==> src/hw/rtl/at_response_rx_framer_core_assert.svh <==
// Assertion macros shared by the receive framer RTL.
// No dependencies; included by files that carry concurrent checks.
`ifndef AT_RESPONSE_RX_FRAMER_CORE_ASSERT_SVH
`define AT_RESPONSE_RX_FRAMER_CORE_ASSERT_SVH

// Same-cycle implication, disabled while reset is asserted.
`define ATRF_ASSERT_NOW(lbl, clk, rst_n, ante, cons, msg) \
    lbl: assert property (@(posedge clk) disable iff (!rst_n) (ante) |-> (cons)) \
        else $error(msg);

// Next-cycle implication, disabled while reset is asserted.
`define ATRF_ASSERT_NEXT(lbl, clk, rst_n, ante, cons, msg) \
    lbl: assert property (@(posedge clk) disable iff (!rst_n) (ante) |=> (cons)) \
        else $error(msg);

`endif

==> src/hw/rtl/atrf_pkg.sv <==
// Shared types and constants of the receive framer.
// No dependencies; used by every module of the block.
package atrf_pkg;

    localparam int BYTE_W  = 8;
    localparam int IDX_W   = 9;
    localparam int QUIET_W = 16;

    localparam logic [QUIET_W-1:0] QUIET_RELOAD_RESET = 16'd5;

    // Last valid write index of each buffer; the index wraps after it.
    localparam logic [IDX_W-1:0] ANS_BUF_SIZE = 9'd256;
    localparam logic [IDX_W-1:0] PKT_BUF_SIZE = 9'd256;

    localparam logic [BYTE_W-1:0] CH_A    = 8'h41;
    localparam logic [BYTE_W-1:0] CH_R    = 8'h52;
    localparam logic [BYTE_W-1:0] CH_S    = 8'h53;
    localparam logic [BYTE_W-1:0] CH_0    = 8'h30;
    localparam logic [BYTE_W-1:0] CH_4    = 8'h34;
    localparam logic [BYTE_W-1:0] CH_PLUS = 8'h2B;
    localparam logic [BYTE_W-1:0] CH_LF   = 8'h0A;

    localparam logic ACT_BYTE = 1'b0;
    localparam logic ACT_TICK = 1'b1;

    localparam logic TGT_ANSWER = 1'b0;
    localparam logic TGT_PACKET = 1'b1;

    localparam int Q_DEPTH = 2;
    localparam int Q_PTR_W = 1;
    localparam int Q_CNT_W = 2;

    // Classified item passed from the front to the back.
    typedef struct packed {
        logic              is_tick;
        logic [BYTE_W-1:0] data;
        logic              opens_answer;
        logic              opens_packet;
        logic              is_newline;
    } cmd_t;

    // Result item held in the output register.
    typedef struct packed {
        logic              wr_en;
        logic              wr_target;
        logic [IDX_W-1:0]  wr_addr;
        logic [BYTE_W-1:0] wr_data;
        logic              answer_ready;
        logic              packet_ready;
        logic              answer_overflow;
        logic              packet_overflow;
    } result_t;

endpackage

==> src/hw/rtl/atrf_front.sv <==
// Input side of the receive framer: takes items and classifies each byte.
// Depends on atrf_pkg; feeds atrf_queue.
module atrf_front
(
    input  logic                      s_axis_tvalid,
    output logic                      s_axis_tready,
    input  logic [atrf_pkg::BYTE_W-1:0] s_axis_tdata,  // [7:0] rx_byte
    input  logic                      s_axis_tuser,  // [0] action
    output logic                      push_valid,
    input  logic                      push_ready,
    output atrf_pkg::cmd_t            push_cmd
);

    logic [atrf_pkg::BYTE_W-1:0] b;

    assign b = s_axis_tdata;

    always_comb
    begin
        push_cmd.is_tick      = (s_axis_tuser == atrf_pkg::ACT_TICK);
        push_cmd.data         = b;
        push_cmd.opens_answer = (b == atrf_pkg::CH_A) || (b == atrf_pkg::CH_R)
                                || (b == atrf_pkg::CH_S);
        push_cmd.opens_packet = ((b >= atrf_pkg::CH_0) && (b <= atrf_pkg::CH_4))
                                || (b == atrf_pkg::CH_PLUS);
        push_cmd.is_newline   = (b == atrf_pkg::CH_LF);
    end

    assign push_valid    = s_axis_tvalid;
    assign s_axis_tready = push_ready;

endmodule

==> src/hw/rtl/atrf_queue.sv <==
// Two-entry queue of classified items between the front and the back.
// Depends on atrf_pkg.
module atrf_queue
(
    input  logic           clk,
    input  logic           rst_n,
    input  logic           push_valid,
    output logic           push_ready,
    input  atrf_pkg::cmd_t push_cmd,
    output logic           pop_valid,
    input  logic           pop_ready,
    output atrf_pkg::cmd_t pop_cmd
);

    atrf_pkg::cmd_t                  slot_reg [atrf_pkg::Q_DEPTH];
    logic [atrf_pkg::Q_PTR_W-1:0]    wr_ptr_reg, wr_ptr_next;
    logic [atrf_pkg::Q_PTR_W-1:0]    rd_ptr_reg, rd_ptr_next;
    logic [atrf_pkg::Q_CNT_W-1:0]    count_reg, count_next;
    logic                            do_push;
    logic                            do_pop;

    assign push_ready = (count_reg != atrf_pkg::Q_CNT_W'(atrf_pkg::Q_DEPTH));
    assign pop_valid  = (count_reg != '0);
    assign pop_cmd    = slot_reg[rd_ptr_reg];
    assign do_push    = push_valid && push_ready;
    assign do_pop     = pop_valid && pop_ready;

    always_comb
    begin
        wr_ptr_next = do_push ? wr_ptr_reg + 1'b1 : wr_ptr_reg;
        rd_ptr_next = do_pop ? rd_ptr_reg + 1'b1 : rd_ptr_reg;
        count_next  = count_reg;
        if (do_push && !do_pop)
        begin
            count_next = count_reg + 1'b1;
        end
        else if (do_pop && !do_push)
        begin
            count_next = count_reg - 1'b1;
        end
    end

    always_ff @(posedge clk or negedge rst_n)
    begin
        if (!rst_n)
        begin
            wr_ptr_reg <= '0;
            rd_ptr_reg <= '0;
            count_reg  <= '0;
        end
        else
        begin
            wr_ptr_reg <= wr_ptr_next;
            rd_ptr_reg <= rd_ptr_next;
            count_reg  <= count_next;
        end
    end

    always_ff @(posedge clk)
    begin
        if (do_push)
        begin
            slot_reg[wr_ptr_reg] <= push_cmd;
        end
    end

endmodule

==> src/hw/rtl/atrf_back.sv <==
// Frame state, quiet counter and output register of the receive framer.
// Depends on atrf_pkg and the assertion macro header.
`include "at_response_rx_framer_core_assert.svh"

module atrf_back
(
    input  logic                         clk,
    input  logic                         rst_n,
    input  logic                         cfg_valid,
    output logic                         cfg_ready,
    input  logic [atrf_pkg::QUIET_W-1:0] cfg_data,
    input  logic                         pop_valid,
    output logic                         pop_ready,
    input  atrf_pkg::cmd_t               pop_cmd,
    output logic                         out_valid,
    input  logic                         out_ready,
    output atrf_pkg::result_t            out_result
);

    logic [atrf_pkg::QUIET_W-1:0] quiet_reload_reg, quiet_reload_next;
    logic [atrf_pkg::QUIET_W-1:0] quiet_count_reg, quiet_count_next;
    logic [atrf_pkg::QUIET_W-1:0] quiet_dec;
    logic [atrf_pkg::IDX_W-1:0]   write_index_reg, write_index_next;
    logic                         answer_open_reg, answer_open_next;
    logic                         answer_line_end_reg, answer_line_end_next;
    logic                         packet_open_reg, packet_open_next;
    logic                         packet_line_end_reg, packet_line_end_next;
    logic                         out_valid_reg, out_valid_next;
    atrf_pkg::result_t            result_reg, result_next;
    logic                         step;

    assign cfg_ready  = 1'b1;
    assign pop_ready  = !out_valid_reg || out_ready;
    assign step       = pop_valid && pop_ready;
    assign out_valid  = out_valid_reg;
    assign out_result = result_reg;
    assign quiet_dec  = (quiet_count_reg != '0) ? quiet_count_reg - 1'b1 : '0;

    always_comb
    begin
        quiet_reload_next    = (cfg_valid && cfg_ready) ? cfg_data : quiet_reload_reg;
        quiet_count_next     = quiet_count_reg;
        write_index_next     = write_index_reg;
        answer_open_next     = answer_open_reg;
        answer_line_end_next = answer_line_end_reg;
        packet_open_next     = packet_open_reg;
        packet_line_end_next = packet_line_end_reg;
        result_next          = '0;

        if (!pop_cmd.is_tick)
        begin
            quiet_count_next = quiet_reload_reg;
            if (!answer_open_reg && !packet_open_reg)
            begin
                // The opening byte goes to index zero of its buffer.
                if (pop_cmd.opens_answer)
                begin
                    result_next.wr_en     = 1'b1;
                    result_next.wr_target = atrf_pkg::TGT_ANSWER;
                    result_next.wr_data   = pop_cmd.data;
                    write_index_next      = atrf_pkg::IDX_W'(1);
                    answer_open_next      = 1'b1;
                end
                else if (pop_cmd.opens_packet)
                begin
                    result_next.wr_en     = 1'b1;
                    result_next.wr_target = atrf_pkg::TGT_PACKET;
                    result_next.wr_data   = pop_cmd.data;
                    write_index_next      = atrf_pkg::IDX_W'(1);
                    packet_open_next      = 1'b1;
                end
            end
            else if (answer_open_reg)
            begin
                if (pop_cmd.is_newline)
                begin
                    answer_line_end_next = 1'b1;
                end
                result_next.wr_en     = 1'b1;
                result_next.wr_target = atrf_pkg::TGT_ANSWER;
                result_next.wr_addr   = write_index_reg;
                result_next.wr_data   = pop_cmd.data;
                if (write_index_reg < atrf_pkg::ANS_BUF_SIZE)
                begin
                    write_index_next = write_index_reg + 1'b1;
                end
                else
                begin
                    write_index_next            = '0;
                    result_next.answer_overflow = 1'b1;
                end
            end
            else
            begin
                if (pop_cmd.is_newline)
                begin
                    packet_line_end_next = 1'b1;
                end
                result_next.wr_en     = 1'b1;
                result_next.wr_target = atrf_pkg::TGT_PACKET;
                result_next.wr_addr   = write_index_reg;
                result_next.wr_data   = pop_cmd.data;
                if (write_index_reg < atrf_pkg::PKT_BUF_SIZE)
                begin
                    write_index_next = write_index_reg + 1'b1;
                end
                else
                begin
                    write_index_next            = '0;
                    result_next.packet_overflow = 1'b1;
                end
            end
        end
        else
        begin
            quiet_count_next = quiet_dec;
            if (quiet_dec == '0)
            begin
                if (answer_open_reg && answer_line_end_reg)
                begin
                    answer_open_next         = 1'b0;
                    answer_line_end_next     = 1'b0;
                    result_next.answer_ready = 1'b1;
                end
                if (packet_open_reg && packet_line_end_reg)
                begin
                    packet_open_next         = 1'b0;
                    packet_line_end_next     = 1'b0;
                    result_next.packet_ready = 1'b1;
                end
            end
        end

        if (step)
        begin
            out_valid_next = 1'b1;
        end
        else if (out_ready)
        begin
            out_valid_next = 1'b0;
        end
        else
        begin
            out_valid_next = out_valid_reg;
        end
    end

    always_ff @(posedge clk or negedge rst_n)
    begin
        if (!rst_n)
        begin
            quiet_reload_reg    <= atrf_pkg::QUIET_RELOAD_RESET;
            quiet_count_reg     <= '0;
            write_index_reg     <= '0;
            answer_open_reg     <= 1'b0;
            answer_line_end_reg <= 1'b0;
            packet_open_reg     <= 1'b0;
            packet_line_end_reg <= 1'b0;
            out_valid_reg       <= 1'b0;
        end
        else
        begin
            quiet_reload_reg <= quiet_reload_next;
            out_valid_reg    <= out_valid_next;
            if (step)
            begin
                quiet_count_reg     <= quiet_count_next;
                write_index_reg     <= write_index_next;
                answer_open_reg     <= answer_open_next;
                answer_line_end_reg <= answer_line_end_next;
                packet_open_reg     <= packet_open_next;
                packet_line_end_reg <= packet_line_end_next;
            end
        end
    end

    always_ff @(posedge clk)
    begin
        if (step)
        begin
            result_reg <= result_next;
        end
    end

    `ATRF_ASSERT_NOW(a_one_frame_open, clk, rst_n, answer_open_reg, !packet_open_reg,
                     "both frames open")
    `ATRF_ASSERT_NOW(a_line_end_needs_open, clk, rst_n,
                     answer_line_end_reg || packet_line_end_reg,
                     answer_open_reg || packet_open_reg, "line end without open frame")
    `ATRF_ASSERT_NOW(a_index_in_range, clk, rst_n, 1'b1,
                     write_index_reg <= atrf_pkg::ANS_BUF_SIZE, "write index beyond buffer end")
    `ATRF_ASSERT_NOW(a_write_not_ready, clk, rst_n, out_valid_reg && result_reg.wr_en,
                     !result_reg.answer_ready && !result_reg.packet_ready,
                     "write and frame close in one item")
    `ATRF_ASSERT_NEXT(a_close_clears, clk, rst_n, step && result_next.answer_ready,
                      !answer_open_reg && !answer_line_end_reg,
                      "answer frame still open after close")

endmodule

==> src/hw/rtl/at_response_rx_framer_core.sv <==
// An accepted item is stored in the queue, then its result is registered in the back end.
// The back end takes one item per cycle unless a low m_axis_tready holds a waiting result.
// A two-entry queue parts input and output, so input is taken while a result waits.
// Reset (rst_n, asynchronous, active low) closes both frames, clears the index, the quiet
// counter and the queue, and sets quiet_reload to 5. Configuration is always ready.
module at_response_rx_framer_core
(
    input  logic                           clk,
    input  logic                           rst_n,
    input  logic                           cfg_valid,
    output logic                           cfg_ready,
    input  logic [atrf_pkg::QUIET_W-1:0]   cfg_data,      // [15:0] quiet_reload
    input  logic                           s_axis_tvalid,
    output logic                           s_axis_tready,
    input  logic [atrf_pkg::BYTE_W-1:0]    s_axis_tdata,  // [7:0] rx_byte
    input  logic                           s_axis_tuser,  // [0] action
    output logic                           m_axis_tvalid,
    input  logic                           m_axis_tready,
    // [0] wr_en, [9:1] wr_addr, [17:10] wr_data, [18] answer_ready,
    // [19] packet_ready, [20] answer_overflow, [21] packet_overflow, [23:22] zero
    output logic [23:0]                    m_axis_tdata,
    output logic                           m_axis_tuser   // [0] wr_target
);

    logic              push_valid;
    logic              push_ready;
    atrf_pkg::cmd_t    push_cmd;
    logic              pop_valid;
    logic              pop_ready;
    atrf_pkg::cmd_t    pop_cmd;
    atrf_pkg::result_t result;

    atrf_front u_front
    (
        .s_axis_tvalid (s_axis_tvalid),
        .s_axis_tready (s_axis_tready),
        .s_axis_tdata  (s_axis_tdata),
        .s_axis_tuser  (s_axis_tuser),
        .push_valid    (push_valid),
        .push_ready    (push_ready),
        .push_cmd      (push_cmd)
    );

    atrf_queue u_queue
    (
        .clk        (clk),
        .rst_n      (rst_n),
        .push_valid (push_valid),
        .push_ready (push_ready),
        .push_cmd   (push_cmd),
        .pop_valid  (pop_valid),
        .pop_ready  (pop_ready),
        .pop_cmd    (pop_cmd)
    );

    atrf_back u_back
    (
        .clk        (clk),
        .rst_n      (rst_n),
        .cfg_valid  (cfg_valid),
        .cfg_ready  (cfg_ready),
        .cfg_data   (cfg_data),
        .pop_valid  (pop_valid),
        .pop_ready  (pop_ready),
        .pop_cmd    (pop_cmd),
        .out_valid  (m_axis_tvalid),
        .out_ready  (m_axis_tready),
        .out_result (result)
    );

    assign m_axis_tdata = {2'b00,
                           result.packet_overflow,
                           result.answer_overflow,
                           result.packet_ready,
                           result.answer_ready,
                           result.wr_data,
                           result.wr_addr,
                           result.wr_en};
    assign m_axis_tuser = result.wr_target;

endmodule
==> config.mk <==
export PLATFORM = sky130hd
export DESIGN_NAME = at_response_rx_framer_core
export DESIGN_NICKNAME = d
export VERILOG_FILES = /design/src/hw/rtl/atrf_pkg.sv /design/src/hw/rtl/atrf_front.sv /design/src/hw/rtl/atrf_queue.sv /design/src/hw/rtl/atrf_back.sv /design/src/hw/rtl/at_response_rx_framer_core.sv
export VERILOG_INCLUDE_DIRS = /design/src /design/src/hw/rtl
export SDC_FILE = /design/constraint.sdc
export NUM_CORES = 1
export LEC_CHECK = 0
export BUFFER_PORTS_ARGS = -buffer_cell sky130_fd_sc_hd__buf_2
export CORE_MARGIN = 2
export CORE_UTILIZATION = 60
export DETAILED_ROUTE_END_ITERATION = 7
export HOLD_SLACK_MARGIN = 0.15
export PLACE_DENSITY_LB_ADDON = 0.08
export SLEW_MARGIN = 40
export SYNTH_ARGS = -nofsm -noshare
export SYNTH_HDL_FRONTEND = slang
export SYNTH_SLANG_ARGS = --single-unit
==> constraint.sdc <==
create_clock -name clk -period 7.6 [get_ports clk]
set_clock_uncertainty 0.1 [all_clocks]
set_input_delay 1.52 -clock clk [delete_from_list [all_inputs] [get_ports clk]]
set_output_delay 1.52 -clock clk [all_outputs]
set_load 0.05 [all_outputs]
==> impl_metrics.yaml <==
timing:
  fin_crit_ps: 3031
  rsz0062_at_grt: "no"
  max_slew_margin: 0.5412
  hold_viol_final: 0
  finalSetupTns_ps: 0
  timing.hold.ws_ps: 404.9
  slew_viol_final: 0
  worst_pin_slew_ps: 684.1
  setup_viol: 0
  fin_crit_sh: 0.3988
  fmax_mhz: 329.9
worst_setup_path:
  worst_path_dominant_cell_family: "simple AND/OR/NAND/NOR gates"
  cp-startpoint: "u_back.quiet_count_reg[0]"
  worst_path_max_delay_cell: "or4b_1"
  cp_max_fo: 10
  crit_chain: "inv_1 > ha_1 > or4b_1 > nor2_8 > nand2_2 > a2111oi_4 > and4_1"
  cp.depth: 7
  worstPathArrival_ps: 3150
  cp_slowest_stage_delay_ps: 750
  worstSetupStartpointType: "flop"
  r2r_cells: 7
  critPathKind: "flop to flop"
  r2r_slack_ps: 4570
  r2r_start: "u_back.quiet_count_reg[0]"
  worst-path-buf-inv: 1
  endpoint_kind: "flop"
  crit_required_ps: 7710
  reg2reg_to: "u_back.out_result[2]"
run_status:
  status: "complete, no violations"
floorplanning:
  start_util: 0.6092
  coreArea_um2: 7607
  die_h_um: 91.89
  row_count: 32
  die_w_um: 91.89
  ios: 58
  dieArea_um2: 8443
synth:
  synth_flop_cell: "dfrtp_1"
  synthMuxAreaShare: 0.07262
  synth_commonest_cells: "dfrtp_1 (48), edfxtp_1 (47), nor2_1 (35), o21ai_0 (34), nand2_1 (23)"
  synth-compound-area-share: 0.1423
  ys_ff_latch: 97
  async_flop_share: 0.5155
  synth_edf_count: 47
  synth_most_common_cell: "dfrtp_1"
  ys_seq_area_frac: 0.5751
  synth_xor_area_frac: 0.01134
  ys_types: 69
  synthSimpleGateAreaFrac: 0.1528
  syn-instance-count: 400
  avgSynthCellArea_um2: 11.59
  yosysWarnings: 0
  synth_area_um2: 4634
  synth_top_family_by_area: "simple AND/OR/NAND/NOR gates"
  synthTopCellsByArea: "edfxtp_1 (30%), dfrtp_1 (26%), mux2_2 (4.6%)"
  synth.top_cell.area_share: 0.3045
  synthAdderAreaFrac: 0.008099
  synth_top_area_cell: "edfxtp_1"
final_layout:
  largest_reg_flops: 24
  area_growth_pct: 11.02
  fillers: 585
  n_antenna_cell: 0
  fin_util: 0.6763
  drive_gt1_frac: 0.2556
  final_nets: 478
cts:
  numCtsBuffers: 9
  ctsHoldBuffers: 0
  cts_tree: "yes"
  cts_setup_buffers: 0
  cts.sinks: 97
  cts_buffer_depth: 2
  clkTransAtPathRegs_ps: 100
  post_cts_resized: 0
  clk_latency_ps: 360
  h-tree-depth: 3
  clock-root-buffer: "clkbuf_8"
global_route:
  grt_pass1_vias: 2956
  grt_first_pass_wirelength_um: 14520
  grt_use_total: 0.2177
  grt_overflow: 0
  antenna_found_initial: 0
  grt_max_degree: 51
worst_hold_path:
  worstHoldEndpoint: "u_back.write_index_reg[3]"
  min-delay-start: "u_back.write_index_reg[3]"
  hp-class: "flop to flop"
  hold_depth: 1
drt:
  avgViaCountPerCell: 5.889
  vias: 3251
  drc: 0
  drt_iter0_drc: 242
  antenna_left: 0
  drt_wl_total_um: 8504
  avgRoutedWirePerCell_um: 15.41
  drt_first_pass_iters: 5
power:
  ir_drop_mv: 0.2549
  p_per_area_nw_per_um2: 402.6
  p_leak_uw: 0.002120
placed_design:
  dp_hpwl_um: 5852
  port_buffers: 54
  place.gp.congestion: 0.8934
job:
  maxCapViolCount: 0
-- where the power goes --
part | internal, uW | switching [uW] | leakage, uW
sequential | 740 | 143 | 0.00106
combinational | 264 | 577 | 0.000962
clock | 158 | 189 | 0.0000999
total | 1160 | 909 | 0.00212
-- layout make-up --
cell class              count  area (um^2)  share of cell area
clock buffers               9        123.9             0.02408
clock inverters             7        85.08             0.01654
inverters                  11        41.29            0.008025
multi-input cells         269         1808              0.3514
flip-flops and latches     97         2666              0.5182
well taps                 102        127.6             0.02481
repair buffers             57        292.8             0.05691
-- placed cells by master, fill, tap and decap left out, types with 5 or more instances in the layout --
| cell type | n |
|---|---|
| mux2i_1 | 10 |
| and3_1 | 15 |
| or3_1 | 5 |
| a31oi_1 | 6 |
| inv_1 | 10 |
| nor2_1 | 34 |
| nand2_1 | 23 |
| nor3_1 | 8 |
| clkbuf_8 | 9 |
| buf_2 | 54 |
| o21ai_0 | 33 |
| dfrtp_1 | 47 |
| a21oi_1 | 20 |
| edfxtp_1 | 47 |
| o21ai_1 | 9 |
| mux2_2 | 19 |
-- routing by layer --
layer | global-route usage | wire length [um] | vias to the layer above
met5 | 0 | 0 | -
met4 | 0.05473 | 93 | 0
li1 | - | - | 1563
met2 | 0.3162 | 3910 | 95
met3 | 0.04519 | 419 | 9
met1 | 0.3378 | 4081 | 1584
-- through the flow --
| step | worst slack [ps] | cell area, um^2 | power, uW | std cells |
|---|---|---|---|---|
| global route | 4426 | 5145 | 2214 | 552 |
| finish | 4569 | 5145 | 2071 | 552 |
| detailed placement | 4399 | 4935 | 1734 | 536 |
| global placement | 4073 | 4932 | 1714 | 536 |
| CTS | 4542 | 5144 | 2083 | 552 |
| floorplan | 4101 | 4638 | 1560 | 401 |
-- how the worst max path moves through the flow --
stage	to
after global placement	u_back.quiet_count_reg[8]
after global routing	u_back.out_result[2]
after CTS	u_back.write_index_reg[7]
after detailed placement	u_back.quiet_count_reg[8]
after floorplan	u_back.quiet_count_reg[7]
final	u_back.out_result[2]
-- kinds of logic (layout without fill, tap and decap cells) --
family / Yosys count / in the layout
fa+ha+maj: 3 / 3
simple gates: 127 / 127
buf+inv: 35 / 84
flops: 97 / 97
compound gates: 100 / 100
other cells: 2 / 3
xor+xnor: 6 / 6
mux: 30 / 30
(Power assumes the default switching activity.)
